--- src/sv/vvsl_pkg.sv ---
package vvsl_pkg;

   localparam int AXES       = 5;
   localparam int AXIS_W     = 3;
   localparam int VAL_W      = 16;
   localparam int DIFF_W     = VAL_W + 1;
   localparam int SQ_W       = 2 * VAL_W;
   localparam int SUM_W      = SQ_W + 4;
   localparam int STEP_W     = 15;
   localparam int LIM2_W     = 2 * STEP_W;
   localparam int NUM_W      = SQ_W + LIM2_W;
   localparam int QUOT_W     = LIM2_W;
   localparam int ROOT_W     = LIM2_W / 2;
   localparam int ROOT_REM_W = ROOT_W + 2;
   localparam int DIV_CNT_W  = $clog2(NUM_W);
   localparam int SQ_CNT_W   = $clog2(ROOT_W);

   localparam int CSR_ADDR_W = 3;
   localparam int CSR_DATA_W = 32;

   localparam logic [STEP_W-1:0] MAX_STEP_RESET = STEP_W'(2048);

   typedef enum logic [0:0] {
      CSR_MAX_STEP = 1'b0
   } csr_index_type;

   typedef enum logic [3:0] {
      ST_IDLE,
      ST_SUM,
      ST_CHECK,
      ST_MUL1,
      ST_MUL2,
      ST_DIV_GO,
      ST_DIV_WAIT,
      ST_SQ_GO,
      ST_SQ_WAIT,
      ST_APPLY,
      ST_OUT
   } state_type;

endpackage

--- src/sv/vvsl_div.sv ---
module vvsl_div
   import vvsl_pkg::*;
(
   input  logic              clock,
   input  logic              reset,
   input  logic              start,
   input  logic [NUM_W-1:0]  dividend,
   input  logic [SUM_W-1:0]  divisor,
   output logic              done,
   output logic [QUOT_W-1:0] quotient
);

   logic                 busy_ff, busy_in;
   logic                 done_ff, done_in;
   logic [DIV_CNT_W-1:0] cnt_ff, cnt_in;
   logic [SUM_W-1:0]     rem_ff, rem_in;
   logic [NUM_W-1:0]     sh_ff, sh_in;
   logic [SUM_W:0]       trial;
   logic                 qbit;

   // shift one dividend bit into the remainder per cycle, quotient bits fill from below
   always_comb begin
      trial   = {rem_ff, sh_ff[NUM_W-1]};
      qbit    = (trial >= {1'b0, divisor});
      busy_in = busy_ff;
      done_in = 1'b0;
      cnt_in  = cnt_ff;
      rem_in  = rem_ff;
      sh_in   = sh_ff;
      if (start) begin
         busy_in = 1'b1;
         cnt_in  = '0;
         rem_in  = '0;
         sh_in   = dividend;
      end else if (busy_ff) begin
         rem_in = qbit ? SUM_W'(trial - {1'b0, divisor}) : trial[SUM_W-1:0];
         sh_in  = {sh_ff[NUM_W-2:0], qbit};
         cnt_in = cnt_ff + 1'b1;
         if (cnt_ff == DIV_CNT_W'(NUM_W - 1)) begin
            busy_in = 1'b0;
            done_in = 1'b1;
         end
      end
   end

   always_ff @(posedge clock) begin
      if (reset) begin
         busy_ff <= 1'b0;
         done_ff <= 1'b0;
      end else begin
         busy_ff <= busy_in;
         done_ff <= done_in;
      end
      cnt_ff <= cnt_in;
      rem_ff <= rem_in;
      sh_ff  <= sh_in;
   end

   assign done     = done_ff;
   assign quotient = sh_ff[QUOT_W-1:0];

endmodule

--- src/sv/vvsl_sqrt.sv ---
module vvsl_sqrt
   import vvsl_pkg::*;
(
   input  logic              clock,
   input  logic              reset,
   input  logic              start,
   input  logic [QUOT_W-1:0] radicand,
   output logic              done,
   output logic [ROOT_W-1:0] root
);

   logic                    busy_ff, busy_in;
   logic                    done_ff, done_in;
   logic [SQ_CNT_W-1:0]     cnt_ff, cnt_in;
   logic [ROOT_REM_W-1:0]   rem_ff, rem_in;
   logic [ROOT_W-1:0]       root_ff, root_in;
   logic [QUOT_W-1:0]       sh_ff, sh_in;
   logic [ROOT_REM_W+1:0]   cur;
   logic [ROOT_REM_W+1:0]   trial;
   logic                    fits;

   // one root bit per cycle: bring down two radicand bits, try (root << 2) | 1
   always_comb begin
      cur     = {rem_ff, sh_ff[QUOT_W-1 -: 2]};
      trial   = (ROOT_REM_W + 2)'({root_ff, 2'b01});
      fits    = (cur >= trial);
      busy_in = busy_ff;
      done_in = 1'b0;
      cnt_in  = cnt_ff;
      rem_in  = rem_ff;
      root_in = root_ff;
      sh_in   = sh_ff;
      if (start) begin
         busy_in = 1'b1;
         cnt_in  = '0;
         rem_in  = '0;
         root_in = '0;
         sh_in   = radicand;
      end else if (busy_ff) begin
         rem_in  = fits ? ROOT_REM_W'(cur - trial) : cur[ROOT_REM_W-1:0];
         root_in = {root_ff[ROOT_W-2:0], fits};
         sh_in   = {sh_ff[QUOT_W-3:0], 2'b00};
         cnt_in  = cnt_ff + 1'b1;
         if (cnt_ff == SQ_CNT_W'(ROOT_W - 1)) begin
            busy_in = 1'b0;
            done_in = 1'b1;
         end
      end
   end

   always_ff @(posedge clock) begin
      if (reset) begin
         busy_ff <= 1'b0;
         done_ff <= 1'b0;
      end else begin
         busy_ff <= busy_in;
         done_ff <= done_in;
      end
      cnt_ff  <= cnt_in;
      rem_ff  <= rem_in;
      root_ff <= root_in;
      sh_ff   <= sh_in;
   end

   assign done = done_ff;
   assign root = root_ff;

endmodule

--- src/sv/vector_velocity_step_limiter.sv ---
// Channel   Direction  Handshake               Beat
// req_      in         req_valid / req_ready   mode and five target components
// rsp_      out        rsp_valid / rsp_ready   five commanded components, limit flag
// csr_      in         APB psel / penable      max_step at byte address 0
//
// Pass-through and preset beats go from accept through the sum, check and output states.
// A limited beat also runs, per axis, a 62-bit serial divide and a 15-bit serial
// square root, both bit-per-cycle units.
// One beat at a time; the result register frees the input side once loaded.
// Reset is synchronous, clears the stored command and returns max_step to 2048.
module vector_velocity_step_limiter
   import vvsl_pkg::*;
(
   input  logic                    clock,
   input  logic                    reset,
   input  logic                    req_valid,
   output logic                    req_ready,
   input  logic                    req_mode,
   input  logic signed [VAL_W-1:0] req_target_x,
   input  logic signed [VAL_W-1:0] req_target_y,
   input  logic signed [VAL_W-1:0] req_target_z,
   input  logic signed [VAL_W-1:0] req_target_a,
   input  logic signed [VAL_W-1:0] req_target_b,
   output logic                    rsp_valid,
   input  logic                    rsp_ready,
   output logic signed [VAL_W-1:0] rsp_out_x,
   output logic signed [VAL_W-1:0] rsp_out_y,
   output logic signed [VAL_W-1:0] rsp_out_z,
   output logic signed [VAL_W-1:0] rsp_out_a,
   output logic signed [VAL_W-1:0] rsp_out_b,
   output logic                    rsp_was_limited,
   input  logic                    csr_psel,
   input  logic                    csr_penable,
   input  logic                    csr_pwrite,
   input  logic [CSR_ADDR_W-1:0]   csr_paddr,
   input  logic [CSR_DATA_W-1:0]   csr_pwdata,
   output logic [CSR_DATA_W-1:0]   csr_prdata,
   output logic                    csr_pready
);

   state_type state_ff, state_in;

   logic signed [VAL_W-1:0] tgt_ff [AXES];
   logic signed [VAL_W-1:0] tgt_in [AXES];
   logic signed [VAL_W-1:0] last_ff [AXES];
   logic signed [VAL_W-1:0] last_in [AXES];
   logic signed [VAL_W-1:0] rsp_ff [AXES];
   logic signed [VAL_W-1:0] rsp_in [AXES];
   logic                    mode_ff, mode_in;
   logic [SUM_W-1:0]        s_ff, s_in;
   logic [LIM2_W-1:0]       lim2_ff, lim2_in;
   logic [AXIS_W-1:0]       axis_ff, axis_in;
   logic [SQ_W-1:0]         a2_ff, a2_in;
   logic [NUM_W-1:0]        num_ff, num_in;
   logic                    limited_ff, limited_in;
   logic [STEP_W-1:0]       max_step_ff, max_step_in;
   logic                    rsp_valid_ff, rsp_valid_in;
   logic                    rsp_lim_ff, rsp_lim_in;

   logic                    accept;
   logic                    div_start, sq_start, rsp_load;
   logic                    div_done, sq_done;
   logic [QUOT_W-1:0]       quot;
   logic [ROOT_W-1:0]       root;
   logic                    csr_wr;
   logic signed [DIFF_W-1:0] d_cur;
   logic [DIFF_W-1:0]       d_neg;
   logic [VAL_W-1:0]        abs_cur;
   logic [SQ_W-1:0]         sq_cur;
   logic                    lim_cond;
   logic signed [DIFF_W-1:0] step_val;
   logic signed [DIFF_W-1:0] new_val;

   vvsl_div u_div (
      .clock    (clock),
      .reset    (reset),
      .start    (div_start),
      .dividend (num_ff),
      .divisor  (s_ff),
      .done     (div_done),
      .quotient (quot)
   );

   vvsl_sqrt u_sqrt (
      .clock    (clock),
      .reset    (reset),
      .start    (sq_start),
      .radicand (quot),
      .done     (sq_done),
      .root     (root)
   );

   assign accept = req_valid && req_ready;
   assign csr_wr = csr_psel && csr_penable && csr_pwrite
                   && (csr_paddr[2] == CSR_MAX_STEP);

   always_comb begin
      d_cur    = {tgt_ff[axis_ff][VAL_W-1], tgt_ff[axis_ff]}
                 - {last_ff[axis_ff][VAL_W-1], last_ff[axis_ff]};
      d_neg    = DIFF_W'(~d_cur + 1'b1);
      abs_cur  = d_cur[DIFF_W-1] ? d_neg[VAL_W-1:0] : d_cur[VAL_W-1:0];
      sq_cur   = abs_cur * abs_cur;
      lim_cond = !mode_ff && (s_ff > SUM_W'(lim2_ff));
      step_val = DIFF_W'({2'b00, root});
      new_val  = d_cur[DIFF_W-1]
                 ? DIFF_W'($signed({last_ff[axis_ff][VAL_W-1], last_ff[axis_ff]}) - step_val)
                 : DIFF_W'($signed({last_ff[axis_ff][VAL_W-1], last_ff[axis_ff]}) + step_val);
   end

   // next state
   always_comb begin
      state_in = state_ff;
      unique case (state_ff)
         ST_IDLE:     if (req_valid) state_in = ST_SUM;
         ST_SUM:      if (axis_ff == AXIS_W'(AXES - 1)) state_in = ST_CHECK;
         ST_CHECK:    state_in = lim_cond ? ST_MUL1 : ST_OUT;
         ST_MUL1:     state_in = ST_MUL2;
         ST_MUL2:     state_in = ST_DIV_GO;
         ST_DIV_GO:   state_in = ST_DIV_WAIT;
         ST_DIV_WAIT: if (div_done) state_in = ST_SQ_GO;
         ST_SQ_GO:    state_in = ST_SQ_WAIT;
         ST_SQ_WAIT:  if (sq_done) state_in = ST_APPLY;
         ST_APPLY:    state_in = (axis_ff == AXIS_W'(AXES - 1)) ? ST_OUT : ST_MUL1;
         ST_OUT:      if (!rsp_valid_ff || rsp_ready) state_in = ST_IDLE;
         default:     state_in = ST_IDLE;
      endcase
   end

   // state outputs
   always_comb begin
      req_ready = 1'b0;
      div_start = 1'b0;
      sq_start  = 1'b0;
      rsp_load  = 1'b0;
      unique case (state_ff)
         ST_IDLE:   req_ready = 1'b1;
         ST_DIV_GO: div_start = 1'b1;
         ST_SQ_GO:  sq_start  = 1'b1;
         ST_OUT:    rsp_load  = !rsp_valid_ff || rsp_ready;
         default:   ;
      endcase
   end

   // datapath
   always_comb begin
      tgt_in      = tgt_ff;
      last_in     = last_ff;
      rsp_in      = rsp_ff;
      mode_in     = mode_ff;
      s_in        = s_ff;
      lim2_in     = lim2_ff;
      axis_in     = axis_ff;
      a2_in       = a2_ff;
      num_in      = num_ff;
      limited_in  = limited_ff;
      rsp_lim_in  = rsp_lim_ff;
      max_step_in = csr_wr ? csr_pwdata[STEP_W-1:0] : max_step_ff;
      rsp_valid_in = rsp_valid_ff && !rsp_ready;

      if (accept) begin
         tgt_in[0]  = req_target_x;
         tgt_in[1]  = req_target_y;
         tgt_in[2]  = req_target_z;
         tgt_in[3]  = req_target_a;
         tgt_in[4]  = req_target_b;
         mode_in    = req_mode;
         lim2_in    = max_step_ff * max_step_ff;
         s_in       = '0;
         axis_in    = '0;
         limited_in = 1'b0;
      end

      case (state_ff)
         ST_SUM: begin
            s_in    = s_ff + SUM_W'(sq_cur);
            axis_in = (axis_ff == AXIS_W'(AXES - 1)) ? '0 : AXIS_W'(axis_ff + 1'b1);
         end
         ST_CHECK: begin
            if (lim_cond) begin
               limited_in = 1'b1;
            end else begin
               last_in = tgt_ff;
            end
         end
         ST_MUL1: a2_in  = sq_cur;
         ST_MUL2: num_in = a2_ff * lim2_ff;
         ST_APPLY: begin
            last_in[axis_ff] = new_val[VAL_W-1:0];
            axis_in          = AXIS_W'(axis_ff + 1'b1);
         end
         default: ;
      endcase

      if (rsp_load) begin
         rsp_in       = last_ff;
         rsp_lim_in   = limited_ff;
         rsp_valid_in = 1'b1;
      end
   end

   always_ff @(posedge clock) begin
      if (reset) begin
         state_ff     <= ST_IDLE;
         rsp_valid_ff <= 1'b0;
         max_step_ff  <= MAX_STEP_RESET;
         axis_ff      <= '0;
         for (int i = 0; i < AXES; i++) begin
            last_ff[i] <= '0;
         end
      end else begin
         state_ff     <= state_in;
         rsp_valid_ff <= rsp_valid_in;
         max_step_ff  <= max_step_in;
         axis_ff      <= axis_in;
         last_ff      <= last_in;
      end
      tgt_ff     <= tgt_in;
      rsp_ff     <= rsp_in;
      mode_ff    <= mode_in;
      s_ff       <= s_in;
      lim2_ff    <= lim2_in;
      a2_ff      <= a2_in;
      num_ff     <= num_in;
      limited_ff <= limited_in;
      rsp_lim_ff <= rsp_lim_in;
   end

   assign rsp_valid       = rsp_valid_ff;
   assign rsp_out_x       = rsp_ff[0];
   assign rsp_out_y       = rsp_ff[1];
   assign rsp_out_z       = rsp_ff[2];
   assign rsp_out_a       = rsp_ff[3];
   assign rsp_out_b       = rsp_ff[4];
   assign rsp_was_limited = rsp_lim_ff;
   assign csr_pready      = 1'b1;
   assign csr_prdata      = (csr_paddr[2] == CSR_MAX_STEP)
                            ? CSR_DATA_W'(max_step_ff) : '0;

`ifndef SYNTHESIS
   a_div_done_waited: assert property (@(posedge clock) disable iff (reset)
      div_done |-> state_ff == ST_DIV_WAIT)
      else $error("divider finished outside its wait state");

   a_root_bounded: assert property (@(posedge clock) disable iff (reset)
      state_ff == ST_APPLY |-> {1'b0, root} <= abs_cur)
      else $error("scaled step exceeds the requested change");

   a_limit_nonzero: assert property (@(posedge clock) disable iff (reset)
      (state_ff == ST_CHECK && lim_cond) |-> s_ff != '0)
      else $error("limiting taken with zero change");

   a_load_from_out: assert property (@(posedge clock) disable iff (reset)
      $rose(rsp_valid) |-> $past(state_ff) == ST_OUT)
      else $error("result raised outside the output state");
`endif

endmodule

--- config.mk ---
export PLATFORM = sky130hd
export DESIGN_NAME = vector_velocity_step_limiter
export DESIGN_NICKNAME = d
export VERILOG_FILES = /design/src/sv/vvsl_pkg.sv /design/src/sv/vvsl_div.sv /design/src/sv/vvsl_sqrt.sv /design/src/sv/vector_velocity_step_limiter.sv
export SDC_FILE = /design/constraint.sdc
export NUM_CORES = 2
export LEC_CHECK = 0
export CAP_MARGIN = 30
export CELL_PAD_IN_SITES_DETAIL_PLACEMENT = 0
export CELL_PAD_IN_SITES_GLOBAL_PLACEMENT = 2
export CORE_ASPECT_RATIO = 2
export CORE_UTILIZATION = 35
export DETAILED_ROUTE_END_ITERATION = 8
export DONT_BUFFER_PORTS = 1
export HOLD_SLACK_MARGIN = 0.1
export PLACE_DENSITY_LB_ADDON = 0.1
export SLEW_MARGIN = 20
export SYNTH_ARGS = -nofsm -noshare
export SYNTH_HDL_FRONTEND = slang
export SYNTH_HIERARCHICAL = 1
export SYNTH_SLANG_ARGS = --single-unit
--- constraint.sdc ---
create_clock -name clock -period 16.65 [get_ports clock]
set_input_delay 3.33 -clock clock [delete_from_list [all_inputs] [get_ports clock]]
set_output_delay 3.33 -clock clock [all_outputs]
set_load 0.03 [all_outputs]
# Yosys cells after proc, flatten, opt, wreduce, memory -nomap -nowiden
# Index checks and enable logic that the tools add are counted.
[op_classes]
multipliers = 3
n_bitwise = 5
add_sub_neg = 10
mux = 49
n_reduce_logical = 21
eq_ne = 19
magnitude_cmp = 5
[op_table]
columns = ["cell", "n"]
rows = [
  ["$pmux 80 s2", 1],
  ["$mux 62", 2],
  ["$mux 16", 7],
  ["$mux 36", 3],
  ["$bmux 16 s3", 2],
  ["$bwmux 80", 1],
  ["$mux 80", 1],
  ["$mul 32x30->62", 1],
  ["$mux 30", 2],
  ["$demux 16 s3", 1],
  ["$pmux 4 s11", 1],
  ["$ge 37x36->1", 1],
  ["$add 36x32->36", 1],
  ["$gt 36x30->1", 1],
  ["$sub 36x36->36", 1],
  ["$mul 16x16->32", 1],
  ["$mul 15x15->30", 1],
  ["$mux 4", 7],
  ["$ge 19x17->1", 1],
  ["$mux 17", 1],
  ["$sub 16x16->17", 1],
  ["$sub 17x17->17", 1],
  ["$add 16x1->16 const B", 1],
  ["$add 16x16->16", 1],
  ["other kinds (30)", 71],
]
[word_totals]
input_bits = 123
ff_bits = 600
output_inout_bits = 116
word_cells = 149

# Logic depth before layout (Yosys ltp)
[logic_depth]
depth_word = 11
mapped_depth = 55

# By module
# The synthesis kept the hierarchy.
[by_module_without_submodules]
columns = ["module", "seq_area_each_um2", "instances", "cells_each", "area_each_um2"]
rows = [
  ["vector_velocity_step_limiter", 11661.2, 1, 6542, 62298.5],
  ["vvsl_div", 2742.6, 1, 760, 7171.9],
  ["vvsl_sqrt", 1661.6, 1, 343, 3595.9],
]

# Least setup slack after synthesis
# Ideal clock, no wire load.
[synth_timing]
path_kind = "register to register"
from = "register axis_ff[0]"
to = "register s_ff[35], data pin"
setup_time_ns = 0.266
path_stages_with_launch = 50
arrival_time_ns = 11.847
path_slack_ns = 4.537
path_cell_list = "dfxtp_1 clkbuf_1 buf_1 mux4_2 nor2b_1 a31oi_1 ha_1 inv_1 fa_1 a21o_1 a311o_1 a21o_1 a41o_1 a211oi_1 a31o_2 nand2_1 xnor2_1 inv_2 [... 14 more ...] a21o_1 a21oi_1 o21ai_1 a211oi_1 xnor2_1 ha_1 clkbuf_1 a21o_1 a21oi_1 a21boi_0 o21a_1 o21ai_0 a31oi_1 a41oi_1 a21oi_1 a21o_1 a222oi_1 nor2_1"
[synth_via]
elab_chain_cells = 11
elab_cells_between_ends = 14
classes_between = "add/sub: 3; mul: 1; mux: 8; bitwise: 2"
[synth_rtl]
columns = ["element", "line_no", "rtl"]
rows = [
  ["start: declaration", "vector_velocity_step_limiter.sv:52", "logic [AXIS_W-1:0] axis_ff, axis_in;"],
  ["start signal: assignment", "vector_velocity_step_limiter.sv:214", "axis_ff <= axis_in;"],
  ["$not 3->4 (implied by the code) *", "vector_velocity_step_limiter.sv:98, vector_velocity_step_limiter.sv:99", ""],
  ["$bmux 16 s3, on equally long branches", "vector_velocity_step_limiter.sv:98, vector_velocity_step_limiter.sv:99", ""],
  ["$mux 16, on equally long branches (2 in a row)", "vector_velocity_step_limiter.sv:98, vector_velocity_step_limiter.sv:99", ""],
  ["$sub 16x16->17 *", "vector_velocity_step_limiter.sv:99", "- {last_ff[axis_ff][VAL_W-1], last_ff[axis_ff]};"],
  ["$not 16->16", "vector_velocity_step_limiter.sv:100", "d_neg = DIFF_W'(~d_cur + 1'b1);"],
  ["$add 16x1->16", "vector_velocity_step_limiter.sv:100", ""],
  ["$mux 16 *", "vector_velocity_step_limiter.sv:101", "abs_cur = d_cur[DIFF_W-1] ? d_neg[VAL_W-1:0] : d_cur[VAL_W-1:0];"],
  ["$mul 16x16->32 *", "vector_velocity_step_limiter.sv:102", "sq_cur = abs_cur * abs_cur;"],
  ["via sq_cur[19]", "vector_velocity_step_limiter.sv:69", "logic [SQ_W-1:0] sq_cur;"],
  ["$add 36x32->36 *", "vector_velocity_step_limiter.sv:175", "s_in = s_ff + SUM_W'(sq_cur);"],
  ["$mux 36 *", "vector_velocity_step_limiter.sv:173", "case (state_ff)"],
  ["end signal: assignment", "vector_velocity_step_limiter.sv:220", "s_ff <= s_in;"],
  ["end: declaration", "vector_velocity_step_limiter.sv:50", "logic [SUM_W-1:0] s_ff, s_in;"],
]
# Mark *: on every way through the listed nets, which the timed path passes. The rest lies on a longest branch. The select of a mux whose other input is x is not followed.
# A chain may end at the register's enable or synchronous reset.

# Worst setup path in the final report
[layout_timing]
from = "register axis_ff[1]"
to = "register s_ff[35], data pin"
# Same word-level chain as after synthesis.

==> results by group <==
Synthesis
  • Sequential fraction of the synthesis area: 22.0%
  • Synth top area share: 29.6%
  • Ranking of synthesized cells by area: fa_1 30%, edfxtp_1 17%, ha_1 11%
  • Yosys Warn Count: 6
  • Cell count after synthesis: 7645
  • Post-synthesis area per instance: 9.56 um^2
  • Top FF cell, synth: edfxtp_1
  • Number of distinct library cells after synthesis: 112
  • Post-Syn Area: 0.0731 mm^2
  • Dominant cell type by area after synthesis: fa_1
  • Synthesis-stage register bit count: 597
  • Synth async-reset ratio: 0%
  • EDFF count, synth: 411

Timing
  • Setup TNS: 0 ns
  • Max Clock Skew: 0.0682 ns
  • Max-slew violation count: 0
  • Final setup vio count: 0
  • Min Tclk post-route: 14.47 ns
  • Final Hold Vio Count: 0
  • RSZ-0062 raised after global routing: false
  • Final setup margin: 2.18 ns
  • Tightest Pin Transition: 1.15 ns
  • Relative slew slack: 23.1%
  • Period utilisation layout: 86.9%
  • FMAX: 0.0691 GHz

Run
  • Maxcap violations: 0

Drt
  • Pre-antenna DRT Iters: 6
  • Vias per Instance: 5.12
  • DRC viols: 0
  • Final wirelength: 246 mm
  • Drt wl/cell: 24.0 um
  • Via count: 52361
  • Number of routed nets with antenna violations: 0
  • DRT iter0 DRCs: 2140

Floorplan
  • Die area: 0.211 mm^2
  • CORE AREA: 0.207 mm^2
  • Row count: 236
  • Starting density of the core: 35.3%
  • Ports: 239
  • Die Span X: 325 um
  • Die Y: 648 um

Layout
  • Fill cells: 21013
  • Final nets: 9276
  • Area taken by multi-input logic gates: 0.0504 mm^2
  • Layout cells sized above 1: 5.70%
  • Register area: 0.0161 mm^2
  • P&R area growth vs syn: 6.65%
  • Commonest non-fill, non-tap cells in the layout: 1310 x inv_1, 1081 x fa_1, 1037 x nand2_1
  • Leading cell type in the layout, fill and taps excluded: inv_1

Hold path
  • Hold-critical path depth: 0
  • Min-Delay Path Class: reg -> reg
  • Hold Crit Start: last_ff[48]
  • Hold Path End: rsp_out_y[0]

Clock network
  • CTS resizes: 0
  • Worst-skew pair later-pin latency: 0.73 ns
  • CTS root buf: clkbuf_16
  • Depth of the CTS H-tree: 2
  • CTS tree: yes
  • TritonCTS Sinks: 597
  • Cts bufs inserted: 58
  • Clock-pin transition on the worst setup and hold timing paths: 0.08 ns
  • Clock Path Buffers: 3
  • CTS Hold Bufs: 0
  • Setup Buffers After CTS: 0

Placed design
  • PortBufs: 0
  • Routability cong.: 0.903
  • Place WS: 2.03 ns
  • DPL Wire Length: 197 mm

GRT
  • GRT overflow: 0
  • Largest net degree at the start of global routing: 95
  • First-pass GRT wire length: 368 mm
  • Tot GR Track Use: 23.6%
  • Initial antenna violation count: 11
  • Vias in the first global route: 58131

Setup path
  • R2r startpoint: axis_ff[1]
  • Largest delay contributor family on the critical path: compound AO/OA/AOI/OAI gates
  • Worst setup EP type: flop
  • CP Launch Type: flop
  • Slowest-stage cell, CP: a211oi_1
  • CP Depth: 48
  • Crit-path max cell delay: 0.72 ns
  • R2r setup slk: 2.18 ns
  • Worst EP required: 17.11 ns
  • Arrival @ worst endpoint: 14.93 ns
  • Worst Reg2Reg Path Length in Cells: 48
  • Worst-path maximum fanout: 29
  • CP bufs+invs: 9
  • Worst R2R End: s_ff[35]
  • Crit Path Category: reg -> reg

Status
  • Status: completed
[state kept, by name, indices dropped and copies added, names as in the netlist, 16 cells and up]
register       count
tgt_ff            80
a2_ff             31
lim2_ff           29
u_div/sh_ff       62
rsp_out_x         16
rsp_out_a         16
rsp_out_b         16
num_ff            61
s_ff              36
rsp_out_y         16
last_ff           80
rsp_out_z         16
u_sqrt/rem_ff     17
u_sqrt/sh_ff      30
u_div/rem_ff      36
[layer usage]
layer	vias up	share of wire (%)	track usage, %
li1	24060	-	-
met1	26922	32	21.7
met2	947	60	50.2
met3	432	2.1	1.62
met4	0	5.9	12.1
met5	-	0	0
[how the worst max path moves through the flow]
stage	startpoint	to	slack (ns)
after floorplan	axis_ff[0]	s_ff[35]	4.54
after global placement	axis_ff[1]	s_ff[35]	1.94
after detailed placement	axis_ff[1]	s_ff[35]	2.03
after CTS	axis_ff[1]	s_ff[35]	1.98
after global routing	axis_ff[1]	s_ff[35]	1.52
final	axis_ff[1]	s_ff[35]	2.18
[per-stage QoR]
step	utilization (%)	hold slack (ns)	cells	cell area, um^2
6_report	37.6	0.469	10236	77900
5_1_grt	37.6	0.477	10233	77900
4_1_cts	37.6	0.460	10230	77900
3_5_place_dp	36.7	0.445	10121	75900
3_3_place_gp	36.6	0.448	10109	75800
2_1_floorplan	-	0.408	7662	73100
[synthesized netlist by cell type, types with 46 or more instances]
master       n
a21o_1     113
edfxtp_1   411
dfxtp_1    186
buf_4       51
a22oi_1     78
nand3_1     71
o21ai_0    133
xor2_1      91
and2_1     341
a211oi_1    46
xnor2_1    148
nor2_1     404
nand2b_1    48
a21oi_1    253
fa_1      1081
clkbuf_1   330
nor3_1     126
ha_1       626
inv_1     1311
mux2i_1     53
mux2_2      92
nand2_1   1039
nor2b_1     46
[layout make-up]
class,instances,share of cell area (%)
clock buffers,70,1.95
clock inverters,39,0.552
multi-input cells,5325,64.7
repair buffers,137,1.39
well taps,2737,4.39
flip-flops and latches,597,20.6
inverters,1327,6.40
diodes,4,0.0128
[cell families after synthesis]
kind of cell,Yosys count,synth area share [%]
adder cells (fa/ha/maj),1707,40.3
multiplexers,156,2.48
flip-flops,597,22.0
XOR/XNOR,240,2.90
buffers and inverters,1740,9.29
AND/OR/NAND/NOR,2237,14.1
AO/OA/AOI/OAI,966,8.92
other,2,0.0103
[worst reg2reg max path, delay by kind of cell, from the launching register on]
family                     cells  cell delay [ns]
buffers and inverters          9             1.82
DFF                            1             0.34
AOI/OAI and AO/OA             23             6.06
adders and majority gates     10             4.41
xor gates and xnor gates       2             0.95
and+or+nand+nor                4             0.64
Power is not shown: default switching activity piles up to over one toggle a cycle in this logic, so the estimate is an artifact.
